[src/hdl/srb_pkg.sv]
// Shared types, sizes and codes of the sequence reorder buffer.
package srb_pkg;

    // Number of slots in the reorder window and width of a stored payload.
    localparam int unsigned CAPACITY   = 16;
    localparam int unsigned DATA_WIDTH = 64;

    // Fixed field widths of the channels.
    localparam int unsigned OP_W     = 2;
    localparam int unsigned SEQ_W    = 32;
    localparam int unsigned PUT_W    = 64;
    localparam int unsigned STATUS_W = 3;

    // Slot index width and the slot count at one bit more than that width.
    localparam int unsigned SLOT_W = (CAPACITY > 1) ? $clog2(CAPACITY) : 1;
    localparam logic [SLOT_W:0] CAP_EXT = (SLOT_W + 1)'(CAPACITY);

    typedef logic [OP_W-1:0]     t_op;
    typedef logic [STATUS_W-1:0] t_status;
    typedef logic [SLOT_W-1:0]   t_slot;
    typedef logic [SEQ_W-1:0]    t_seq;
    typedef logic [DATA_WIDTH-1:0] t_data;

    // Operation codes.
    localparam t_op OP_PUT   = 2'd0;
    localparam t_op OP_GET   = 2'd1;
    localparam t_op OP_CLOSE = 2'd2;

    // Result status codes.
    localparam t_status ST_PUT_STORED    = 3'd0;
    localparam t_status ST_PUT_OUTSIDE   = 3'd1;
    localparam t_status ST_PUT_CLOSED    = 3'd2;
    localparam t_status ST_GET_DELIVERED = 3'd3;
    localparam t_status ST_GET_NOT_READY = 3'd4;
    localparam t_status ST_CLOSED_EMPTY  = 3'd5;
    localparam t_status ST_CLOSE_ACK     = 3'd6;

    // Commands from the controller to the datapath.
    typedef struct packed {
        logic load;     // capture the input word and read the head slot
        logic execute;  // apply the operation and register the result
    } t_dp_cmd;

endpackage

[src/hdl/srb_if.sv]
// Channel interfaces of the sequence reorder buffer: request and response.
interface srb_req_if
    import srb_pkg::*;
();
    logic              valid;
    logic              ready;
    t_op               op;
    logic [SEQ_W-1:0]  seq_index;
    logic [PUT_W-1:0]  put_data;

    modport source (output valid, output op, output seq_index, output put_data, input ready);
    modport sink   (input valid, input op, input seq_index, input put_data, output ready);
endinterface

interface srb_rsp_if
    import srb_pkg::*;
();
    logic              valid;
    logic              ready;
    t_status           status;
    logic [PUT_W-1:0]  out_data;
    logic [SEQ_W-1:0]  out_seq;

    modport source (output valid, output status, output out_data, output out_seq, input ready);
    modport sink   (input valid, input status, input out_data, input out_seq, output ready);
endinterface

[src/hdl/srb_ctrl.sv]
// Controller of the sequence reorder buffer: handshakes and step sequencing.
module srb_ctrl
    import srb_pkg::*;
(
    input  logic    i_clk,
    input  logic    i_rst_n,
    input  logic    i_in_valid,
    output logic    o_in_ready,
    input  logic    i_out_ready,
    output logic    o_out_valid,
    output t_dp_cmd o_cmd
);

    typedef enum logic [2:0] {
        S_IDLE = 3'b001,
        S_EXEC = 3'b010,
        S_OUT  = 3'b100
    } t_state;

    t_state r_state;
    t_state n_state;

    // Handshake outputs follow the state directly; no word is taken during reset.
    assign o_in_ready  = (r_state == S_IDLE) && i_rst_n;
    assign o_out_valid = (r_state == S_OUT);

    assign o_cmd.load    = (r_state == S_IDLE) && i_in_valid;
    assign o_cmd.execute = (r_state == S_EXEC);

    // Next state: take a word, work on it, hold the result until taken.
    always_comb begin
        n_state = r_state;
        case (r_state)
            S_IDLE: begin
                if (i_in_valid) begin
                    n_state = S_EXEC;
                end
            end
            S_EXEC: begin
                n_state = S_OUT;
            end
            S_OUT: begin
                if (i_out_ready) begin
                    n_state = S_IDLE;
                end
            end
            default: begin
                n_state = S_IDLE;
            end
        endcase
    end

    always_ff @(posedge i_clk) begin
        if (!i_rst_n) begin
            r_state <= S_IDLE;
        end else begin
            r_state <= n_state;
        end
    end

endmodule

[src/hdl/srb_datapath.sv]
// Datapath of the sequence reorder buffer: payload store, window and result.
module srb_datapath
    import srb_pkg::*;
(
    input  logic             i_clk,
    input  logic             i_rst_n,
    input  t_dp_cmd          i_cmd,
    input  t_op              i_op,
    input  logic [SEQ_W-1:0] i_seq_index,
    input  logic [PUT_W-1:0] i_put_data,
    output t_status          o_status,
    output logic [PUT_W-1:0] o_out_data,
    output logic [SEQ_W-1:0] o_out_seq
);

    // Payload memory; the head entry is read on every load but used only when its slot is ready.
    t_data r_mem [CAPACITY];
    t_data r_rd_data;

    // Captured input word.
    t_op   r_op;
    t_seq  r_seq;
    t_data r_data;

    // Buffer state.
    logic [CAPACITY-1:0] r_slot_ready;
    logic [CAPACITY-1:0] n_slot_ready;
    t_seq  r_next_exp;
    t_seq  n_next_exp;
    t_slot r_next_slot;
    t_slot n_next_slot;
    logic  r_closed;
    logic  n_closed;

    // Result registers.
    t_status          r_status;
    t_status          n_status;
    logic [PUT_W-1:0] r_out_data;
    logic [PUT_W-1:0] n_out_data;
    t_seq             r_out_seq;
    t_seq             n_out_seq;

    // Window test and put slot.
    t_seq            diff;
    logic            seq_in_range;
    logic [SLOT_W:0] slot_sum;
    t_slot           put_slot;
    logic            mem_we;
    logic            head_ready;

    // The put slot is the head slot plus the distance into the window.
    assign diff         = r_seq - r_next_exp;
    assign seq_in_range = (diff < SEQ_W'(CAPACITY));
    assign slot_sum     = {1'b0, r_next_slot} + {1'b0, diff[SLOT_W-1:0]};
    assign put_slot     = (slot_sum >= CAP_EXT) ? SLOT_W'(slot_sum - CAP_EXT)
                                                : slot_sum[SLOT_W-1:0];
    assign head_ready   = r_slot_ready[r_next_slot];

    // Operation decode and state update.
    always_comb begin
        n_slot_ready = r_slot_ready;
        n_next_exp   = r_next_exp;
        n_next_slot  = r_next_slot;
        n_closed     = r_closed;
        n_status     = ST_GET_NOT_READY;
        n_out_data   = '0;
        n_out_seq    = '0;
        mem_we       = 1'b0;
        case (r_op)
            OP_PUT: begin
                if (r_closed) begin
                    n_status = ST_PUT_CLOSED;
                end else if (seq_in_range) begin
                    mem_we                 = 1'b1;
                    n_slot_ready[put_slot] = 1'b1;
                    n_status               = ST_PUT_STORED;
                end else begin
                    n_status = ST_PUT_OUTSIDE;
                end
            end
            OP_GET: begin
                if (head_ready) begin
                    n_out_data                = PUT_W'(r_rd_data);
                    n_out_seq                 = r_next_exp;
                    n_slot_ready[r_next_slot] = 1'b0;
                    n_next_exp                = r_next_exp + 1'b1;
                    // Sequence wrap lands on slot zero for any capacity.
                    if (r_next_exp == '1 ||
                        r_next_slot == SLOT_W'(CAPACITY - 1)) begin
                        n_next_slot = '0;
                    end else begin
                        n_next_slot = r_next_slot + 1'b1;
                    end
                    n_status = ST_GET_DELIVERED;
                end else if (r_closed) begin
                    n_status = ST_CLOSED_EMPTY;
                end else begin
                    n_status = ST_GET_NOT_READY;
                end
            end
            OP_CLOSE: begin
                n_closed = 1'b1;
                n_status = ST_CLOSE_ACK;
            end
            default: begin
                n_status = ST_GET_NOT_READY;
            end
        endcase
    end

    // Input capture and head slot read.
    always_ff @(posedge i_clk) begin
        if (i_cmd.load) begin
            r_op      <= i_op;
            r_seq     <= i_seq_index;
            r_data    <= DATA_WIDTH'(i_put_data);
            r_rd_data <= r_mem[r_next_slot];
        end
    end

    // Payload write on a stored put.
    always_ff @(posedge i_clk) begin
        if (i_cmd.execute && mem_we) begin
            r_mem[put_slot] <= r_data;
        end
    end

    // Control state of the buffer.
    always_ff @(posedge i_clk) begin
        if (!i_rst_n) begin
            r_slot_ready <= '0;
            r_next_exp   <= '0;
            r_next_slot  <= '0;
            r_closed     <= 1'b0;
        end else if (i_cmd.execute) begin
            r_slot_ready <= n_slot_ready;
            r_next_exp   <= n_next_exp;
            r_next_slot  <= n_next_slot;
            r_closed     <= n_closed;
        end
    end

    // Result word.
    always_ff @(posedge i_clk) begin
        if (i_cmd.execute) begin
            r_status   <= n_status;
            r_out_data <= n_out_data;
            r_out_seq  <= n_out_seq;
        end
    end

    assign o_status   = r_status;
    assign o_out_data = r_out_data;
    assign o_out_seq  = r_out_seq;

endmodule

[src/hdl/sequence_reorder_buffer.sv]
// Top level of the sequence reorder buffer.
//
// Usage: each request word on i_req carries an op (put, get or close), a
// sequence number and a payload. Each request yields exactly one response
// word on o_rsp with a status, the released payload and its sequence number.
// A put stores its payload if the sequence number lies in the window of
// CAPACITY numbers starting at the next expected one; a get releases the
// next expected payload once it is present, so payloads leave in order.
// After a close, puts are dropped and gets drain the waiting payloads.
// Timing: a request is taken in the idle state, worked on in the next
// cycle, and its response is valid from the cycle after that. One request
// is in flight at a time, so no new request is taken until the response
// has been accepted; the payload memory read and the result are both
// registered. While the receiver stalls, the response holds and no
// new request is taken. Reset clears the ready bits, the expected
// sequence number and the closed flag; no clearing pass is needed, and
// no request is taken while reset is held.
module sequence_reorder_buffer
    import srb_pkg::*;
(
    input  logic     i_clk,
    input  logic     i_rst_n,
    srb_req_if.sink  i_req,
    srb_rsp_if.source o_rsp
);

    t_dp_cmd cmd;
    logic    in_ready;
    logic    out_valid;

    // Sequencing of the handshakes.
    srb_ctrl u_ctrl (
        .i_clk       (i_clk),
        .i_rst_n     (i_rst_n),
        .i_in_valid  (i_req.valid),
        .o_in_ready  (in_ready),
        .i_out_ready (o_rsp.ready),
        .o_out_valid (out_valid),
        .o_cmd       (cmd)
    );

    // Buffer storage and result computation.
    srb_datapath u_datapath (
        .i_clk       (i_clk),
        .i_rst_n     (i_rst_n),
        .i_cmd       (cmd),
        .i_op        (i_req.op),
        .i_seq_index (i_req.seq_index),
        .i_put_data  (i_req.put_data),
        .o_status    (o_rsp.status),
        .o_out_data  (o_rsp.out_data),
        .o_out_seq   (o_rsp.out_seq)
    );

    assign i_req.ready = in_ready;
    assign o_rsp.valid = out_valid;

endmodule
[src/flat_wrapper.sv]
// flat-port wrapper written by rule: the top's interface ports become plain ports
module sequence_reorder_buffer_flat import srb_pkg::*;
  (i_clk, i_rst_n, i_req_valid, i_req_op, i_req_seq_index, i_req_put_data, i_req_ready, o_rsp_valid, o_rsp_status, o_rsp_out_data, o_rsp_out_seq, o_rsp_ready);
  srb_req_if i_req_i ();
  srb_rsp_if o_rsp_i ();
  input  logic i_clk;
  input  logic i_rst_n;
  input wire logic [$bits(i_req_i.valid)-1:0] i_req_valid;
  input wire logic [$bits(i_req_i.op)-1:0] i_req_op;
  input wire logic [$bits(i_req_i.seq_index)-1:0] i_req_seq_index;
  input wire logic [$bits(i_req_i.put_data)-1:0] i_req_put_data;
  output wire logic [$bits(i_req_i.ready)-1:0] i_req_ready;
  output wire logic [$bits(o_rsp_i.valid)-1:0] o_rsp_valid;
  output wire logic [$bits(o_rsp_i.status)-1:0] o_rsp_status;
  output wire logic [$bits(o_rsp_i.out_data)-1:0] o_rsp_out_data;
  output wire logic [$bits(o_rsp_i.out_seq)-1:0] o_rsp_out_seq;
  input wire logic [$bits(o_rsp_i.ready)-1:0] o_rsp_ready;
  assign i_req_i.valid = i_req_valid;
  assign i_req_i.op = i_req_op;
  assign i_req_i.seq_index = i_req_seq_index;
  assign i_req_i.put_data = i_req_put_data;
  assign i_req_ready = i_req_i.ready;
  assign o_rsp_valid = o_rsp_i.valid;
  assign o_rsp_status = o_rsp_i.status;
  assign o_rsp_out_data = o_rsp_i.out_data;
  assign o_rsp_out_seq = o_rsp_i.out_seq;
  assign o_rsp_i.ready = o_rsp_ready;
  sequence_reorder_buffer u_core (.i_clk(i_clk), .i_rst_n(i_rst_n), .i_req(i_req_i), .o_rsp(o_rsp_i));
endmodule
[config.mk]
export PLATFORM = sky130hd
export DESIGN_NAME = sequence_reorder_buffer_flat
export DESIGN_NICKNAME = d
export VERILOG_FILES = /design/src/hdl/srb_pkg.sv /design/src/hdl/srb_if.sv /design/src/hdl/srb_ctrl.sv /design/src/hdl/srb_datapath.sv /design/src/hdl/sequence_reorder_buffer.sv /design/src/flat_wrapper.sv
export SDC_FILE = /design/constraint.sdc
export NUM_CORES = 1
export LEC_CHECK = 0
export BUFFER_PORTS_ARGS = -buffer_cell sky130_fd_sc_hd__buf_4
export CAP_MARGIN = 20
export CELL_PAD_IN_SITES_DETAIL_PLACEMENT = 1
export CELL_PAD_IN_SITES_GLOBAL_PLACEMENT = 2
export CORE_MARGIN = 2
export CORE_UTILIZATION = 30
export CTS_CLUSTER_DIAMETER = 30
export DETAILED_ROUTE_END_ITERATION = 12
export PLACE_DENSITY_LB_ADDON = 0.15
export SLEW_MARGIN = 40
export SYNTH_ARGS = -nofsm -noshare
export SYNTH_HDL_FRONTEND = slang
export SYNTH_SLANG_ARGS = --single-unit
[constraint.sdc]
create_clock -name i_clk -period 50 [get_ports i_clk]
set_clock_uncertainty 0.05 [all_clocks]
set_input_delay 10 -clock i_clk [delete_from_list [all_inputs] [get_ports i_clk]]
set_output_delay 10 -clock i_clk [all_outputs]
set_load 0.02 [all_outputs]
# After elaboration in Yosys (flattened, before gate mapping)
# Memory sizes are Yosys's and may differ from the RTL's. A register that Yosys moved wholly into a read port is not among the register bits.
# Index checks and enable logic that the tools add are counted.
# totals
output_inout_bits	101
input_bits	102
wordCells	76
ff_bits	253
mem_count	1
ram_bits	1024
# classes
n_reduce_logical	13
magnitude_cmp	6
mux	25
n_bitwise	3
n_addsub	5
n_eq_ne	12
# memory_table
name	depth	word_bits	rd	rd_ports_with_merged_regs	wr	line_no	source
u_core.u_datapath.r_mem	16	64	1	1	1	srb_datapath.sv:17	t_data r_mem [CAPACITY];
# op_table
op	count
$mux W16	3
$add A32 B1 Y32 const B	1
$eq A32 B32 Y1 const B	1
$lt A32 B5 Y1 const B	1
$pmux W16 S2	1
$sub A32 B32 Y32	1
$pmux W3 S3	2
$and A16 B16 Y16	1
$not A16 Y16	1
$or A16 B16 Y16	1
$lt A4 B5 Y1 const B	2
$mux W1	10
$mux W3	3
$demux W1 S4	2
$ge A4 B1 Y1 const B	2
$mux W4	2
$ne A2 B2 Y1 const B	4
$reduce_and A2 Y1	3
$add A4 B4 Y5	1
$ge A5 B5 Y1 const B	1
$logic_and A1 B1 Y1	5
$reduce_and A5 Y1	1
$add A4 B1 Y4 const B	1
$bmux W1 S4	1
13 further kinds	13

# Depth between registers and ports, before layout
# depth
depth_word	12
mapped_depth	14
ltp_nobuf	13

# By module
# A second synthesis with hierarchy kept.
# unflattened
hier_cells	2460
hier_area_um2	51921.0
# by_module_without_submodules
module	seq_area_each_um2	n_inst	cells_each	area_each_um2
srb_datapath	39648.0	1	2444	51754.6
srb_ctrl	60.1	1	16	166.4

# Worst setup path after synthesis
# Ideal clock, no wire load.
# synth_path
path_kind	in2reg
start	input i_req_valid
end	register u_core.u_datapath.r_data[0], enable pin
required_ps	48862
setup_slack_ps	23613
path_buffers	0
setup_ps	1088
t_arrival_ps	25250
stages	1
path_cell_list	nor4bb_1
# synth_between
elab_chain_len	1
# synth_rtl
item	line_no	source
start: declaration	flat_wrapper.sv:8	input wire logic [$bits(i_req_i.valid)-1:0] i_req_valid;
$logic_and A1 B1 Y1	srb_ctrl.sv:27	assign o_cmd.load = (r_state == S_IDLE) && i_in_valid;
end signal: assignment	srb_datapath.sv:116	r_data <= DATA_WIDTH'(i_put_data);
end: declaration	srb_datapath.sv:23	t_data r_data;
# Every way passes these cells.
# A chain may end at the register's enable or synchronous reset.

# Final worst setup path
# layout_path
start	input i_rst_n
end	output i_req_ready
# layout_between
elab_chain_len	1
# layout_rtl
item	line_no	source
start: declaration	flat_wrapper.sv:7	input logic i_rst_n;
$logic_and A1 B1 Y1	srb_ctrl.sv:24	assign o_in_ready = (r_state == S_IDLE) && i_rst_n;
end: declaration	flat_wrapper.sv:12	output wire logic [$bits(i_req_i.ready)-1:0] i_req_ready;
# Every way passes these cells.

==> summary.txt <==
Status
  – Status: finished clean

Setup path
  – Reg2reg setup slack: about 44 ns
  – Critical Path Source: i_rst_n
  – Reg-to-reg critical path startpoint: u_core.u_datapath.r_next_exp[6]
  – CP Capture Type: output port
  – Req. time, crit path: approximately 40 ns
  – Arr. time, crit path: approximately 11 ns
  – CP Max Fanout: 54
  – CP Launch Type: input port
  – Setup Crit Path Kind: in -> out
  – Worst R2R Path Depth: 14
  – R2r endpoint: u_core.u_datapath.r_mem[6][44]

Synthesis
  – Unique cell type count in the Yosys netlist: 72
  – Compound-gate portion of the synthesized area: 0.0243
  – FFs w/ async S/R, synth: 0
  – Mapped cell area: approximately 52000 um^2
  – Largest family of logic cells by synthesized area: multiplexers
  – Synth Instances: 2477
  – Mean area per synthesized cell: between 20 and 25 um^2
  – Ys Warns: 0
  – Most common cell in the netlist: edfxtp_1
  – Top cell type by total area after synthesis: edfxtp_1
  – Register area share after synthesis: 0.762
  – Mapped Nets: 2620
  – Synth Area in Simple Gates: 0.0401
  – Synth Area in XOR/XNOR: 0.00942
  – Synth Area in Adders: 0.0101
  – Synth top cells by count: edfxtp_1, mux4_2, and2_1
  – Multiplexer share of the synthesized area: 0.141
  – Area share of the largest cell type after synthesis: 0.741
  – Post-synth EDFFs: about 1300
  – Register bit total from synthesis: roughly 1300
  – Synth top area cells: edfxtp_1, mux4_2, dfxtp_1, and2_1, ha_1
  – Top_reg_cell synth: edfxtp_1

Power and ir drop
  – Cell Pwr Density: around 50 nW/um^2
  – Leak: between 20 and 25 nW
  – Maximum ir drop on the vdd rail: ~0.036 mV

GRT
  – Initial antenna violation count: 1
  – Vias in the first global route: roughly 30000
  – All-Layer GR Usage: 0.166
  – Total global routing overflow: 0
  – Largest net degree at the start of global routing: between 100 and 150
  – First-pass GRT wire length: about 210000 um

Run
  – Max cap viols: 0

CTS
  – Clk slew on worst S/H paths: roughly 0.040 ns
  – Clk_lat worst skew: approximately 0.9 ns
  – Clock Path Buffers: 4
  – Cells resized by post-CTS repair: 0
  – Clk sinks: between 1000 and 1500
  – Root buf cell: clkbuf_16
  – Num CTS Buffers: 350
  – Post-CTS Setup Inserts: 0
  – CTS H-tree lvls: 5
  – Hold Buf Count CTS: 0
  – TritonCTS clock tree: done

Floorplan
  – Core area: 172000 um^2
  – Chip width: roughly 420 um
  – Number of cell rows: roughly 150
  – Die area: about 180000 um^2
  – Die Y-Extent: 421 um
  – I/O pins: roughly 200
  – Initial core utilization: 0.303

Finish
  – Layout area overhead: 30.2%
  – FILL cells: ~16000
  – Register area: between 30000 and 40000 um^2
  – Nets@finish: around 3100
  – Antenna Cells: 0
  – Layout cells sized above 1: 0.354
  – Fin cells: 5546
  – Multi-input logic area: 11900 um^2

Routing
  – Pre-Repair DR Iteration Count: 4
  – Post-Route WL: about 150000 um
  – Vias: 26800
  – First-iteration detailed-routing DRC count: ~1800
  – Via-to-Cell Ratio: approximately 4.8
  – DRC violations left: 0
  – Post-route ant nets: 0
  – Detailed-route wire length per cell: about 26 um

Timing
  – WHS: approximately 0.42 ns
  – F_max: roughly 0.047 GHz
  – Max Transition Viols Final: 0
  – Unrepaired setup endpoints after global routing: false
  – Worst slew margin: 0.399
  – Worst-Margin Slew: around 0.90 ns
  – Min setup slack post-route: slightly below 30 ns
  – Final Hold Fails: 0
  – Final period util: 0.424
  – Final setup viols: 0
  – Setup TNS: 0 ns
  – Crit path time final: 21.19 ns

Placed design
  – Inst Count DP: about 5000
  – GP Congestion: 0.790
  – Port bufs: approximately 200
  – DP Worst Slack: 28.71 ns
  – Post-DP HPWL: 76500 um

Min path
  – Tightest Hold Check Type: reg -> reg
  – Endpoint with the worst hold slack: u_core.u_datapath.r_slot_ready[15]
  – Hold depth: 2
  – Hold Path Origin: u_core.u_datapath.r_slot_ready[15]
-- cells by family (layout without fill, tap and decap cells) --
kind of cell             Yosys count  in the layout
adder cells (fa/ha/maj)           41             41
AO/OA/AOI/OAI                    177            177
buffers and inverters            168            927
flip-flops                      1341           1341
multiplexers                     327            327
AND/OR/NAND/NOR                  367            367
XOR/XNOR                          56             56
-- layout make-up --
type,count,area share
well taps,2310,0.0426
multi-input cells,968,0.175
flip-flops and latches,1341,0.586
inverters,48,0.00266
clock inverters,187,0.0257
clock buffers,428,0.137
repair buffers,264,0.0314
-- routing by layer --
metal / wire [um] / share of wire / global-route usage / up-vias
met5: 0 / 0 / 0 / -
met4: 3540 / 0.024 / 0.0555 / 0
met3: 6010 / 0.041 / 0.0316 / 281
met2: 74500 / 0.51 / 0.285 / 709
met1: 62000 / 0.42 / 0.211 / 14400
li1: - / - / - / 11400
-- worst max-delay path by stage --
stage	to	slack (ns)
floorplan	u_core.u_datapath.r_data[0]	23.61
global placement	i_req_ready	28.72
detailed placement	i_req_ready	28.71
CTS	i_req_ready	28.71
global route	i_req_ready	28.69
finish	i_req_ready	28.81
-- cell usage in the layout (no fill, tap or decap), types with 10 or more instances in the layout --
cell and instances:
nor2_1 40, nor3_1 10, ha_1 39, buf_4 244, nor4_1 36, edfxtp_1 1285, nand2_1 56, clkinv_4 10
nand4_1 26, clkbuf_1 67, o21ai_1 14, xnor2_1 45, clkinv_2 65, and2_1 99, inv_1 47, mux4_2 325
o21ai_0 18, clkinv_1 45, o41ai_1 14, a21oi_1 37, buf_6 13, o211ai_1 21, nor3_2 18, clkinvlp_4 28
clkbuf_16 360, dfxtp_1 52, bufinv_16 28, nand3_1 29
-- power breakdown --
part	switching, W	internal [W]
Clock	0.000643	0.00144
Sequential	0.0000164	0.00125
Combinational	0.0000344	0.0000170
Total	0.000694	0.00271
-- metrics by stage --
stage / total power (W) / util / cell area, um^2
global placement: 0.00133 / 0.329 / 56600
floorplan: 0.00131 / - / 52100
CTS: 0.00344 / 0.394 / 67800
detailed placement: 0.00134 / 0.330 / 56800
finish: 0.00340 / 0.394 / 67800
global route: 0.00350 / 0.394 / 67800
-- state kept, by name, indices dropped and copies added, names as in the netlist --
name                            cells
u_core.u_datapath.r_seq            32
u_core.u_datapath.o_out_data       64
u_core.u_datapath.o_out_seq        32
u_core.u_datapath.r_op              2
u_core.u_datapath.r_next_exp       32
u_core.u_datapath.r_rd_data        64
u_core.u_datapath.r_slot_ready     16
u_core.u_datapath.r_mem          1024
u_core.u_datapath.r_closed          1
u_core.u_ctrl.r_state               3
u_core.u_datapath.r_next_slot       4
u_core.u_datapath.o_status          3
u_core.u_datapath.r_data           64
-- critical path: stages --
cell and delay [ns]:
buf_4 0.43, nand3b_1 0.19, nor2_1 0.26, buf_4 0.20
Note: power is estimated with default switching activity, not from simulation.
